<file path="src/hdl/ccd_pkg.sv">
// ccd_pkg: shared constants and word types for the constant column detector.
// Used by hdl/constant_column_detector.sv; no dependencies.

package ccd_pkg;

    localparam int MAX_COLS    = 64;
    localparam int SAMPLE_BITS = 32;
    localparam int COL_W       = (MAX_COLS > 1) ? $clog2(MAX_COLS) : 1;
    localparam int CNT_W       = 7;
    localparam int TOL_W       = 31;
    localparam int CFG_IDX_W   = 2;
    localparam int CFG_DATA_W  = 31;
    localparam int DIFF_W      = SAMPLE_BITS + 1;
    localparam int CMP_W       = (DIFF_W > TOL_W) ? DIFF_W : TOL_W;

    localparam logic [CFG_IDX_W-1:0] REG_NUM_COLS  = 2'd0;
    localparam logic [CFG_IDX_W-1:0] REG_TOLERANCE = 2'd1;
    localparam logic [CFG_IDX_W-1:0] REG_MIN_CONST = 2'd2;

    typedef struct packed {
        logic signed [SAMPLE_BITS-1:0] sample;
        logic                          last_of_matrix;
    } ccd_in_t;

    typedef struct packed {
        logic [MAX_COLS-1:0] variable_mask;
        logic                accepted;
        logic [CNT_W-1:0]    constant_count;
    } ccd_out_t;

endpackage

</file>
<file path="src/hdl/constant_column_detector.sv">
// constant_column_detector: top level, first-row store, compare and verdict logic.
// Depends on hdl/ccd_pkg.sv.

// Takes one matrix element per cycle, row-major, and keeps the first row in a
// 64-entry synchronous RAM. Each later element is compared with its column's
// first-row value; a column whose absolute difference exceeds the tolerance is
// marked variable once. A result word goes out when the constant column count
// drops below the minimum (rejected) or reaches zero (accepted if the minimum
// is zero), after which the rest of the matrix is dropped, or else on the
// element marked last. Throughput is one element per clock: the RAM read is
// issued as the element is taken, the element and read data are registered,
// and the compare works on those registers. The input stalls only while a result
// word is held by a stalled output. There is no clearing pass after reset.

module constant_column_detector (
    input  logic                          clk,
    input  logic                          rst_n,
    input  logic                          cfg_wr_en,
    input  logic [ccd_pkg::CFG_IDX_W-1:0]  cfg_index,
    input  logic [ccd_pkg::CFG_DATA_W-1:0] cfg_data,
    input  logic                          item_valid,
    output logic                          item_stall,
    input  ccd_pkg::ccd_in_t              item,
    output logic                          result_valid,
    input  logic                          result_stall,
    output ccd_pkg::ccd_out_t             result
);

    import ccd_pkg::*;

    logic [CNT_W-1:0]       num_cols_reg;
    logic [TOL_W-1:0]       tolerance_reg;
    logic [CNT_W-1:0]       min_const_reg;

    logic [SAMPLE_BITS-1:0] store_mem [MAX_COLS];
    logic [SAMPLE_BITS-1:0] rdata_reg;

    logic                   b_valid_reg;
    logic [SAMPLE_BITS-1:0] b_sample_reg;
    logic                   b_last_reg;

    logic [COL_W-1:0]       col_idx_reg,   col_idx_next;
    logic                   first_row_reg, first_row_next;
    logic                   skip_reg,      skip_next;
    logic [MAX_COLS-1:0]    flags_reg,     flags_next;
    logic [CNT_W-1:0]       left_reg,      left_next;

    logic                   res_valid_reg;
    ccd_out_t               res_reg;

    logic [CNT_W-1:0]       n_eff;
    logic                   b_go;
    logic                   b_fire;
    logic                   accept;
    logic [CNT_W-1:0]       idx_inc;
    logic                   row_end;
    logic [COL_W-1:0]       idx_adv;
    logic [COL_W-1:0]       rd_addr;
    logic                   wr_en;
    logic signed [DIFF_W-1:0] diff;
    logic [DIFF_W-1:0]      abs_diff;
    logic                   over_tol;
    logic [MAX_COLS-1:0]    col_bit;
    logic                   new_var;
    logic [MAX_COLS-1:0]    flags_upd;
    logic [CNT_W-1:0]       left_upd;
    logic                   early;
    logic                   emit;
    logic                   emit_acc;
    logic                   restart;

    // configuration
    always_ff @(posedge clk or negedge rst_n)
    begin
        if (!rst_n)
        begin
            num_cols_reg  <= CNT_W'(MAX_COLS);
            tolerance_reg <= '0;
            min_const_reg <= '0;
        end
        else if (cfg_wr_en)
        begin
            case (cfg_index)
                REG_NUM_COLS:  num_cols_reg  <= cfg_data[CNT_W-1:0];
                REG_TOLERANCE: tolerance_reg <= cfg_data[TOL_W-1:0];
                REG_MIN_CONST: min_const_reg <= cfg_data[CNT_W-1:0];
                default:       ;
            endcase
        end
    end

    always_comb
    begin
        if (num_cols_reg == '0)
            n_eff = CNT_W'(1);
        else if (num_cols_reg > CNT_W'(MAX_COLS))
            n_eff = CNT_W'(MAX_COLS);
        else
            n_eff = num_cols_reg;
    end

    // handshake
    assign b_go       = !(res_valid_reg && result_stall);
    assign b_fire     = b_valid_reg && b_go;
    assign item_stall = b_valid_reg && !b_go;
    assign accept     = item_valid && !item_stall;

    always_ff @(posedge clk or negedge rst_n)
    begin
        if (!rst_n)
            b_valid_reg <= 1'b0;
        else if (accept)
            b_valid_reg <= 1'b1;
        else if (b_go)
            b_valid_reg <= 1'b0;
    end

    always_ff @(posedge clk)
    begin
        if (accept)
        begin
            b_sample_reg <= item.sample;
            b_last_reg   <= item.last_of_matrix;
        end
    end

    // column advance; an item after an early verdict needs no read data
    assign idx_inc = CNT_W'(col_idx_reg) + CNT_W'(1);
    assign row_end = idx_inc >= n_eff;
    assign idx_adv = row_end ? '0 : idx_inc[COL_W-1:0];
    assign rd_addr = b_fire ? (b_last_reg ? '0 : idx_adv) : col_idx_reg;
    assign wr_en   = b_fire && !skip_reg && first_row_reg;

    // first-row store, with bypass when the read hits the entry being written
    always_ff @(posedge clk)
    begin
        if (wr_en)
            store_mem[col_idx_reg] <= b_sample_reg;
        if (accept)
        begin
            if (wr_en && (rd_addr == col_idx_reg))
                rdata_reg <= b_sample_reg;
            else
                rdata_reg <= store_mem[rd_addr];
        end
    end

    // compare
    assign diff     = $signed({b_sample_reg[SAMPLE_BITS-1], b_sample_reg})
                    - $signed({rdata_reg[SAMPLE_BITS-1], rdata_reg});
    assign abs_diff = diff[DIFF_W-1] ? DIFF_W'(-diff) : DIFF_W'(diff);
    assign over_tol = CMP_W'(abs_diff) > CMP_W'(tolerance_reg);
    assign col_bit  = MAX_COLS'(1) << col_idx_reg;
    assign new_var  = !skip_reg && !first_row_reg && over_tol
                    && ((flags_reg & col_bit) == '0);

    assign flags_upd = new_var ? (flags_reg | col_bit) : flags_reg;
    assign left_upd  = (new_var && left_reg != '0) ? left_reg - CNT_W'(1) : left_reg;
    assign early     = new_var && ((left_upd < min_const_reg) || (left_upd == '0));
    assign emit      = b_fire && !skip_reg && (early || b_last_reg);
    assign emit_acc  = early ? ((left_upd == '0) && (left_upd >= min_const_reg)) : 1'b1;
    assign restart   = b_fire && b_last_reg;

    always_comb
    begin
        col_idx_next   = col_idx_reg;
        first_row_next = first_row_reg;
        skip_next      = skip_reg;
        flags_next     = flags_reg;
        left_next      = left_reg;
        if (b_fire && !skip_reg)
        begin
            flags_next = flags_upd;
            left_next  = left_upd;
            if (early)
                skip_next = 1'b1;
            else
            begin
                col_idx_next = idx_adv;
                if (row_end)
                    first_row_next = 1'b0;
            end
        end
        if (restart)
        begin
            col_idx_next   = '0;
            first_row_next = 1'b1;
            skip_next      = 1'b0;
            flags_next     = '0;
            left_next      = n_eff;
        end
    end

    always_ff @(posedge clk or negedge rst_n)
    begin
        if (!rst_n)
        begin
            col_idx_reg   <= '0;
            first_row_reg <= 1'b1;
            skip_reg      <= 1'b0;
            flags_reg     <= '0;
            left_reg      <= CNT_W'(MAX_COLS);
        end
        else
        begin
            col_idx_reg   <= col_idx_next;
            first_row_reg <= first_row_next;
            skip_reg      <= skip_next;
            flags_reg     <= flags_next;
            left_reg      <= left_next;
        end
    end

    // result word register
    always_ff @(posedge clk or negedge rst_n)
    begin
        if (!rst_n)
            res_valid_reg <= 1'b0;
        else if (emit)
            res_valid_reg <= 1'b1;
        else if (!result_stall)
            res_valid_reg <= 1'b0;
    end

    always_ff @(posedge clk)
    begin
        if (emit)
        begin
            res_reg.variable_mask  <= flags_upd;
            res_reg.accepted       <= emit_acc;
            res_reg.constant_count <= left_upd;
        end
    end

    assign result_valid = res_valid_reg;
    assign result       = res_reg;

`ifndef ASSERT_OFF
    a_left_range: assert property (@(posedge clk) disable iff (!rst_n)
        left_reg <= CNT_W'(MAX_COLS))
        else $error("constant count above column limit");

    a_skip_not_first: assert property (@(posedge clk) disable iff (!rst_n)
        skip_reg |-> !first_row_reg)
        else $error("dropping elements during first row");

    a_stall_cause: assert property (@(posedge clk) disable iff (!rst_n)
        item_stall |-> (result_valid && b_valid_reg))
        else $error("input stalled without a held result word");

    a_flags_clear_first: assert property (@(posedge clk) disable iff (!rst_n)
        (first_row_reg && !skip_reg) |-> (flags_reg == '0))
        else $error("variable flag set during first row");
`endif

endmodule
</file>
<file path="config.mk">
export PLATFORM = sky130hd
export DESIGN_NAME = constant_column_detector
export DESIGN_NICKNAME = d
export VERILOG_FILES = /design/src/hdl/ccd_pkg.sv /design/src/hdl/constant_column_detector.sv
export SDC_FILE = /design/constraint.sdc
export NUM_CORES = 2
export LEC_CHECK = 0
export BUFFER_PORTS_ARGS = -buffer_cell sky130_fd_sc_hd__clkbuf_2
export CAP_MARGIN = 20
export CORE_UTILIZATION = 30
export DETAILED_ROUTE_END_ITERATION = 6
export PLACE_DENSITY = 0.44
export SYNTH_ARGS = -nofsm -noshare
export SYNTH_HDL_FRONTEND = slang
export SYNTH_SLANG_ARGS = --single-unit
</file>
<file path="constraint.sdc">
create_clock -name clk -period 18.05 [get_ports clk]
set_input_delay 0.9025 -clock clk [delete_from_list [all_inputs] [get_ports clk]]
set_output_delay 0.9025 -clock clk [all_outputs]
set_load 0.02 [all_outputs]
</file>
======== Yosys cells after proc, flatten, opt, wreduce, memory -nomap -nowiden ========
Memories as Yosys holds them, arrays and structs flattened. A register that Yosys moved wholly into a read port is not among the register bits.
Cells that the tools add are included.
storage, ports and cells
  register bits after elaboration ......... 231
  memory bits (writable) .................. 2048
  input port bits ......................... 71
  word-level logic and storage cells ...... 95
  memories kept ........................... 1
cells by class
  add/sub/neg operators ................... 4
  magnitude comparators ................... 5
  equality and inequality tests ........... 5
  shift operators ......................... 1
  mux-type cells .......................... 28
  bitwise logic cells ..................... 2
  reduce and logical (&&, ||, !) cells .... 34
memories
  memory     depth  width  read ports  clocked after memory_dff  write ports  line                            text
  store_mem  64     32     1           1                         1            constant_column_detector.sv:35  logic [SAMPLE_BITS-1:0] store_mem [MAX_COLS];
operators by type and width
  cell                                                                     count
  64-bit 2-to-1 mux                                                        3
  64-bit bitwise AND                                                       1
  64-bit zero test                                                         1
  64-bit bitwise OR                                                        1
  1-bit by 6-bit << shifter with 64-bit output, first input constant       1
  6-bit 2-to-1 mux                                                         6
  7-bit 2-to-1 mux                                                         5
  33-bit by 31-bit > comparator with 1-bit output                          1
  33-bit 2-to-1 mux                                                        1
  33-bit negation                                                          1
  32-bit by 32-bit subtractor with 33-bit output                           1
  7-bit >= comparator                                                      2
  1-bit logical AND                                                        14
  7-bit zero test                                                          2
  1-bit 2-to-1 mux                                                         13
  2-bit AND reduction                                                      5
  6-bit by 1-bit adder with 7-bit output, second input constant            1
  7-bit > comparator, second input constant                                1
  7-bit < comparator                                                       1
  7-bit nonzero test                                                       1
  7-bit by 1-bit subtractor with 7-bit output, second input constant       1
  2-bit nonzero test                                                       3
  1-bit zero test                                                          4
  2-bit by 1-bit inequality test with 1-bit output, second input constant  2
  6 further kinds                                                          7

======== Logic depth before layout (Yosys ltp) ========
  depth after elaboration ................. 14
  mapped depth ............................ 38

======== Worst setup path before layout ========
Ideal clock, no wire load.
  path type ............................... reg-to-reg
  start ................................... register b_sample_reg[0]
  end ..................................... register res_reg (netlist bit result[0]), enable pin
  setup time .............................. 0.443 ns
  data arrival time ....................... 9.787 ns
  slack ................................... 7.820 ns
  stages on the path, launching flop included .. 35
  path through ............................ edfxtp_1 inv_1 ha_1 fa_1 nand2b_1 a211oi_1 o21a_1 o21ai_0 a2111oi_2 nand4b_1 nor3_1 nand2_1 nor2_1 a21oi_1 xor2_1 ha_1 nand3_1 or3_1 or4_1 o221ai_1 o21ai_0 o2bb2ai_1 or3b_2 o211ai_1 a211oi_2 buf_6 nand2_1 or3_1 xnor2_1 ha_1 nand4_1 nor2_1 o2111ai_1 and4_1 o31a_1
between the ends
  longest elaborated chain between the ends .. 13
  elaborated cells between the ends (all ways) .. 14
RTL lines
  what                                                   line                             text
  start: declaration                                     constant_column_detector.sv:39   logic [SAMPLE_BITS-1:0] b_sample_reg;
  start signal: assignment                               constant_column_detector.sv:122  b_sample_reg <= item.sample;
  32-bit by 32-bit subtractor with 33-bit output (*)     constant_column_detector.sv:150  - $signed({rdata_reg[SAMPLE_BITS-1], rdata_reg});
  33-bit negation                                        constant_column_detector.sv:151  assign abs_diff = diff[DIFF_W-1] ? DIFF_W'(-diff) : DIFF_W'(diff);
  33-bit 2-to-1 mux (*)                                  constant_column_detector.sv:151
  33-bit by 31-bit > comparator with 1-bit output (*)    constant_column_detector.sv:152  assign over_tol = CMP_W'(abs_diff) > CMP_W'(tolerance_reg);
  1-bit logical AND (*)                                  constant_column_detector.sv:154  assign new_var = !skip_reg && !first_row_reg && over_tol
  1-bit logical AND (*)                                  constant_column_detector.sv:155  && ((flags_reg & col_bit) == '0);
  1-bit logical AND (*)                                  constant_column_detector.sv:158  assign left_upd = (new_var && left_reg != '0) ? left_reg - CNT_W'(1) : left_reg;
  7-bit 2-to-1 mux (*)                                   constant_column_detector.sv:158
  named net left_upd[3]                                  constant_column_detector.sv:66   logic [CNT_W-1:0] left_upd;
  7-bit < comparator or 7-bit zero test (tied branches)  constant_column_detector.sv:159  assign early = new_var && ((left_upd < min_const_reg) || (left_upd == '0));
  1-bit logical OR (*)                                   constant_column_detector.sv:159
  1-bit logical AND (*)                                  constant_column_detector.sv:159
  1-bit logical OR (*)                                   constant_column_detector.sv:160  assign emit = b_fire && !skip_reg && (early || b_last_reg);
  1-bit logical AND (*)                                  constant_column_detector.sv:160
  named net emit                                         constant_column_detector.sv:68   logic emit;
  end: declaration                                       constant_column_detector.sv:49   ccd_out_t res_reg;
Mark *: on every way through the listed nets, which the timed path passes. The rest lies on a longest branch.
A chain may end at the register's enable or synchronous reset.

======== Worst setup path after layout ========
  start ................................... register b_sample_reg[11]
  end ..................................... register res_reg (netlist bit result[17]), enable pin
Same word-level chain as after synthesis.

==> results.yml <==
run_status:
  status: "completed"
placement:
  port_buffers: 144
  dp_hpwl_um: 204000
  post-place-ws_ps: 7670
  place.gp.congestion: 0.832
  place_area_mm2: 0.102
detailed_routing:
  viasPerCell: 5.33
  remaining_drc_errors: 0
  vias: 64300
  wirelength_um: 358000
  ant_nets: 0
  wire_per_inst_um: 29.7
  drt_iter0_drc: 8109
  first_pass_iters: 6
timing:
  max-slew-margin-rel_pct: 16.1
  rsz0062_at_grt: "false"
  fin_ws_ps: 7650
  setup_viol: 0
  fmax_ghz: 0.0962
  layout_worst_path_cycle_share_pct: 57.6
  drv_slew: 0
  worst_pin_slew_ps: 1260
  tns_ps: 0
  skew_ps: 61.7
  min_period_ps: 10400
  hold_viol_final: 0
global_routing:
  grt_first_pass_wirelength_um: 495000
  grt_pass1_vias: 61000
  grt_max_degree: 152
  antenna_found_initial: 45
  grt_usage_pct: 21.7
  grt_overflow: 0
logic_synthesis:
  yosysSeqAreaShare_pct: 72.0
  synthTopCellsByArea: "edfxtp_1 69%, nand2_1 8.1%, nand3_1 4.3%"
  synth_fp_nets: 7647
  netlist_area_mm2: 0.0955
  netlist_instances: 7490
  synth_top_area_share_pct: 68.7
  synth_area_leader_cell: "edfxtp_1"
  synth_cell_types: 95
  avgSynthCellArea_um2: 12.7
  synth_edf_count: 2185
  synth_warnings: 0
  ys_ff_latch: 2311
  async_flop_share_pct: 5.45
  synth_ff_type: "edfxtp_1"
floorplanning:
  die_x_um: 566
  initial_core_util_pct: 30.2
  die_h_um: 566
  io_pins: 145
  core_area_mm2: 0.316
  num_rows: 206
  dieArea_mm2: 0.321
setup_path:
  slowest_delay_ps: 660
  crit_fanout: 73
  crit_path_start_kind: "flip-flop"
  arrival_ps: 10940
  r2r_slack_ps: 7650
  path_class: "reg -> reg"
  endpoint_kind: "flip-flop"
  slowest_stage: "buf_4"
  cp.required_ps: 18590
finish:
  final_nets: 7840
  post-route-cell-area_mm2: 0.110
  largest_reg_flops: 2048
  drive_gt1_share_pct: 11.8
  areaGrowthSynthToFinish_pct: 15.6
clock_network:
  cts_resized: 0
  clock-sinks: 2311
  clkLatencyLatePin_ps: 940
  cts_tree: "built"
  clk_pin_slew_ps: 60
  clockBufferDepth: 4
  cts_buffers: 249
  htree_levels: 4
  cts_root_buf: "clkbuf_16"
  post-cts-setup-buffers: 0
power:
  p_leak_nw: 38.1
  p_per_area_mw_per_mm2: 152
  irDropWorstVdd_mv: 0.0866
min_path:
  hold_path_class: "in -> reg"
job:
  max_cap_viol_count: 0
-- stage by stage --
stage | cells | power, W | hold WS, ps | utilization, %
after detailed placement | 11600 | 0.0118 | 492 | 32.4
final | 12100 | 0.0168 | 204 | 35.0
after global placement | 11600 | 0.0118 | 487 | 32.4
after CTS | 12000 | 0.0169 | 152 | 34.9
after global routing | 12000 | 0.0175 | 174 | 34.9
after floorplan | 7490 | 0.00952 | 459 | -
-- where the power goes --
part | switching [W] | internal (W)
logic | 0.00394 | 0.00153
registers | 0.0000769 | 0.00615
clock network | 0.00215 | 0.00293
total | 0.00617 | 0.0106
-- cell usage after synthesis, types with 6 or more instances --
library cell / n
o221ai_1: 20
o21bai_1: 63
a21oi_1: 172
nand3_1: 814
and4_1: 7
o21a_1: 14
nor3_1: 39
o2111ai_1: 11
o22ai_1: 23
inv_1: 100
a311oi_1: 154
or3_1: 11
nor2b_1: 15
nand2b_1: 10
mux2_2: 46
a211oi_1: 15
a2111oi_0: 12
and2_1: 11
mux2i_1: 37
a221oi_1: 18
nand2_1: 2063
a32oi_1: 21
a22oi_1: 13
edfxtp_1: 2185
o211a_1: 27
buf_1: 92
nor2_1: 196
clkbuf_1: 358
o21ai_0: 128
and3_1: 158
or2_2: 6
xnor2_1: 36
dfrtp_1: 123
nand4_1: 28
o211ai_1: 15
nor4_1: 30
mux4_2: 27
xor2_1: 20
nand3b_1: 6
ha_1: 85
a32o_1: 16
o32ai_1: 13
a21o_1: 23
a31oi_1: 140
-- placed cells by master, fill, tap and decap left out, types with 45 or more instances in the layout --
cell type  count
and3_1       158
a31oi_1      140
o21ai_0      127
nand2_1     2062
nand3_1      814
a21oi_1      172
a311oi_1     154
inv_1        100
edfxtp_1    2185
mux2_2        46
clkbuf_2     144
dfrtp_1      123
o21bai_1      63
clkinv_1      73
nor2_1       121
buf_4        242
nor2_4        69
clkbuf_16    252
clkbuf_1      45
ha_1          85
-- kinds of logic after synthesis --
| family | share of synthesized area [%] |
|---|---|
| simple gates | 15.4 |
| buf+inv | 2.24 |
| fa+ha+maj | 1.13 |
| xor+xnor | 0.542 |
| compound gates | 7.07 |
| flops | 72.0 |
| mux | 1.57 |
-- critical path: cells and delay by family, from the launching register on --
kind | cells | cell delay, ps
xor+xnor | 2 | 400
flops | 1 | 320
buf+inv | 3 | 1640
simple gates | 14 | 4200
fa+ha+maj | 3 | 1030
compound gates | 11 | 2250
-- path summary, 6_finish.rpt --
| kind | cells after the start | to | from |
|---|---|---|---|
| max in group asynchronous | 3 | tolerance_reg[16]$_DFFE_PN0P_ | rst_n |
| min in group asynchronous | 2 | flags_reg[37]$_DFFE_PN0P_ | rst_n |
| worst max register to register | 33 | result[17]$_DFFE_PP_ | b_sample_reg[11]$_DFFE_PP_ |
| worst min-delay path | 1 | b_sample_reg[14]$_DFFE_PP_ | item[15] |
| worst max-delay path | 33 | result[17]$_DFFE_PP_ | b_sample_reg[11]$_DFFE_PP_ |
| worst min register to register | 2 | flags_reg[62]$_DFFE_PN0P_ | flags_reg[62]$_DFFE_PN0P_ |
-- layout make-up --
cell class                      instances  area (um^2)
Sequential cell                      2311        68800
Timing Repair Buffer                  402         2800
Fill cell                           30700       205000
Clock buffer                          300         6520
Tap cell                             4160         5200
Multi-Input combinational cell       4619        25200
Antenna cell                           20         50.0
Inverter                              100          375
Clock inverter                        154         1430
-- metal layers --
metal / track usage [%] / vias to the layer above / wire length, um / part of all wire (%)
li1: - / 28100 / - / -
met1: 31.0 / 33200 / 159000 / 45
met2: 34.1 / 2568 / 162000 / 45
met3: 3.85 / 445 / 27600 / 7.7
met4: 5.23 / 6 / 8950 / 2.5
met5: 0 / - / 36 / 0.010
-- repair_timing --
action / 4_1_cts / 5_1_grt
endpoints found under the setup margin: 0 / 0
hold endpoints to repair: 69 / 0
hold buffers: 1 / 0
(Power assumes the default switching activity.)
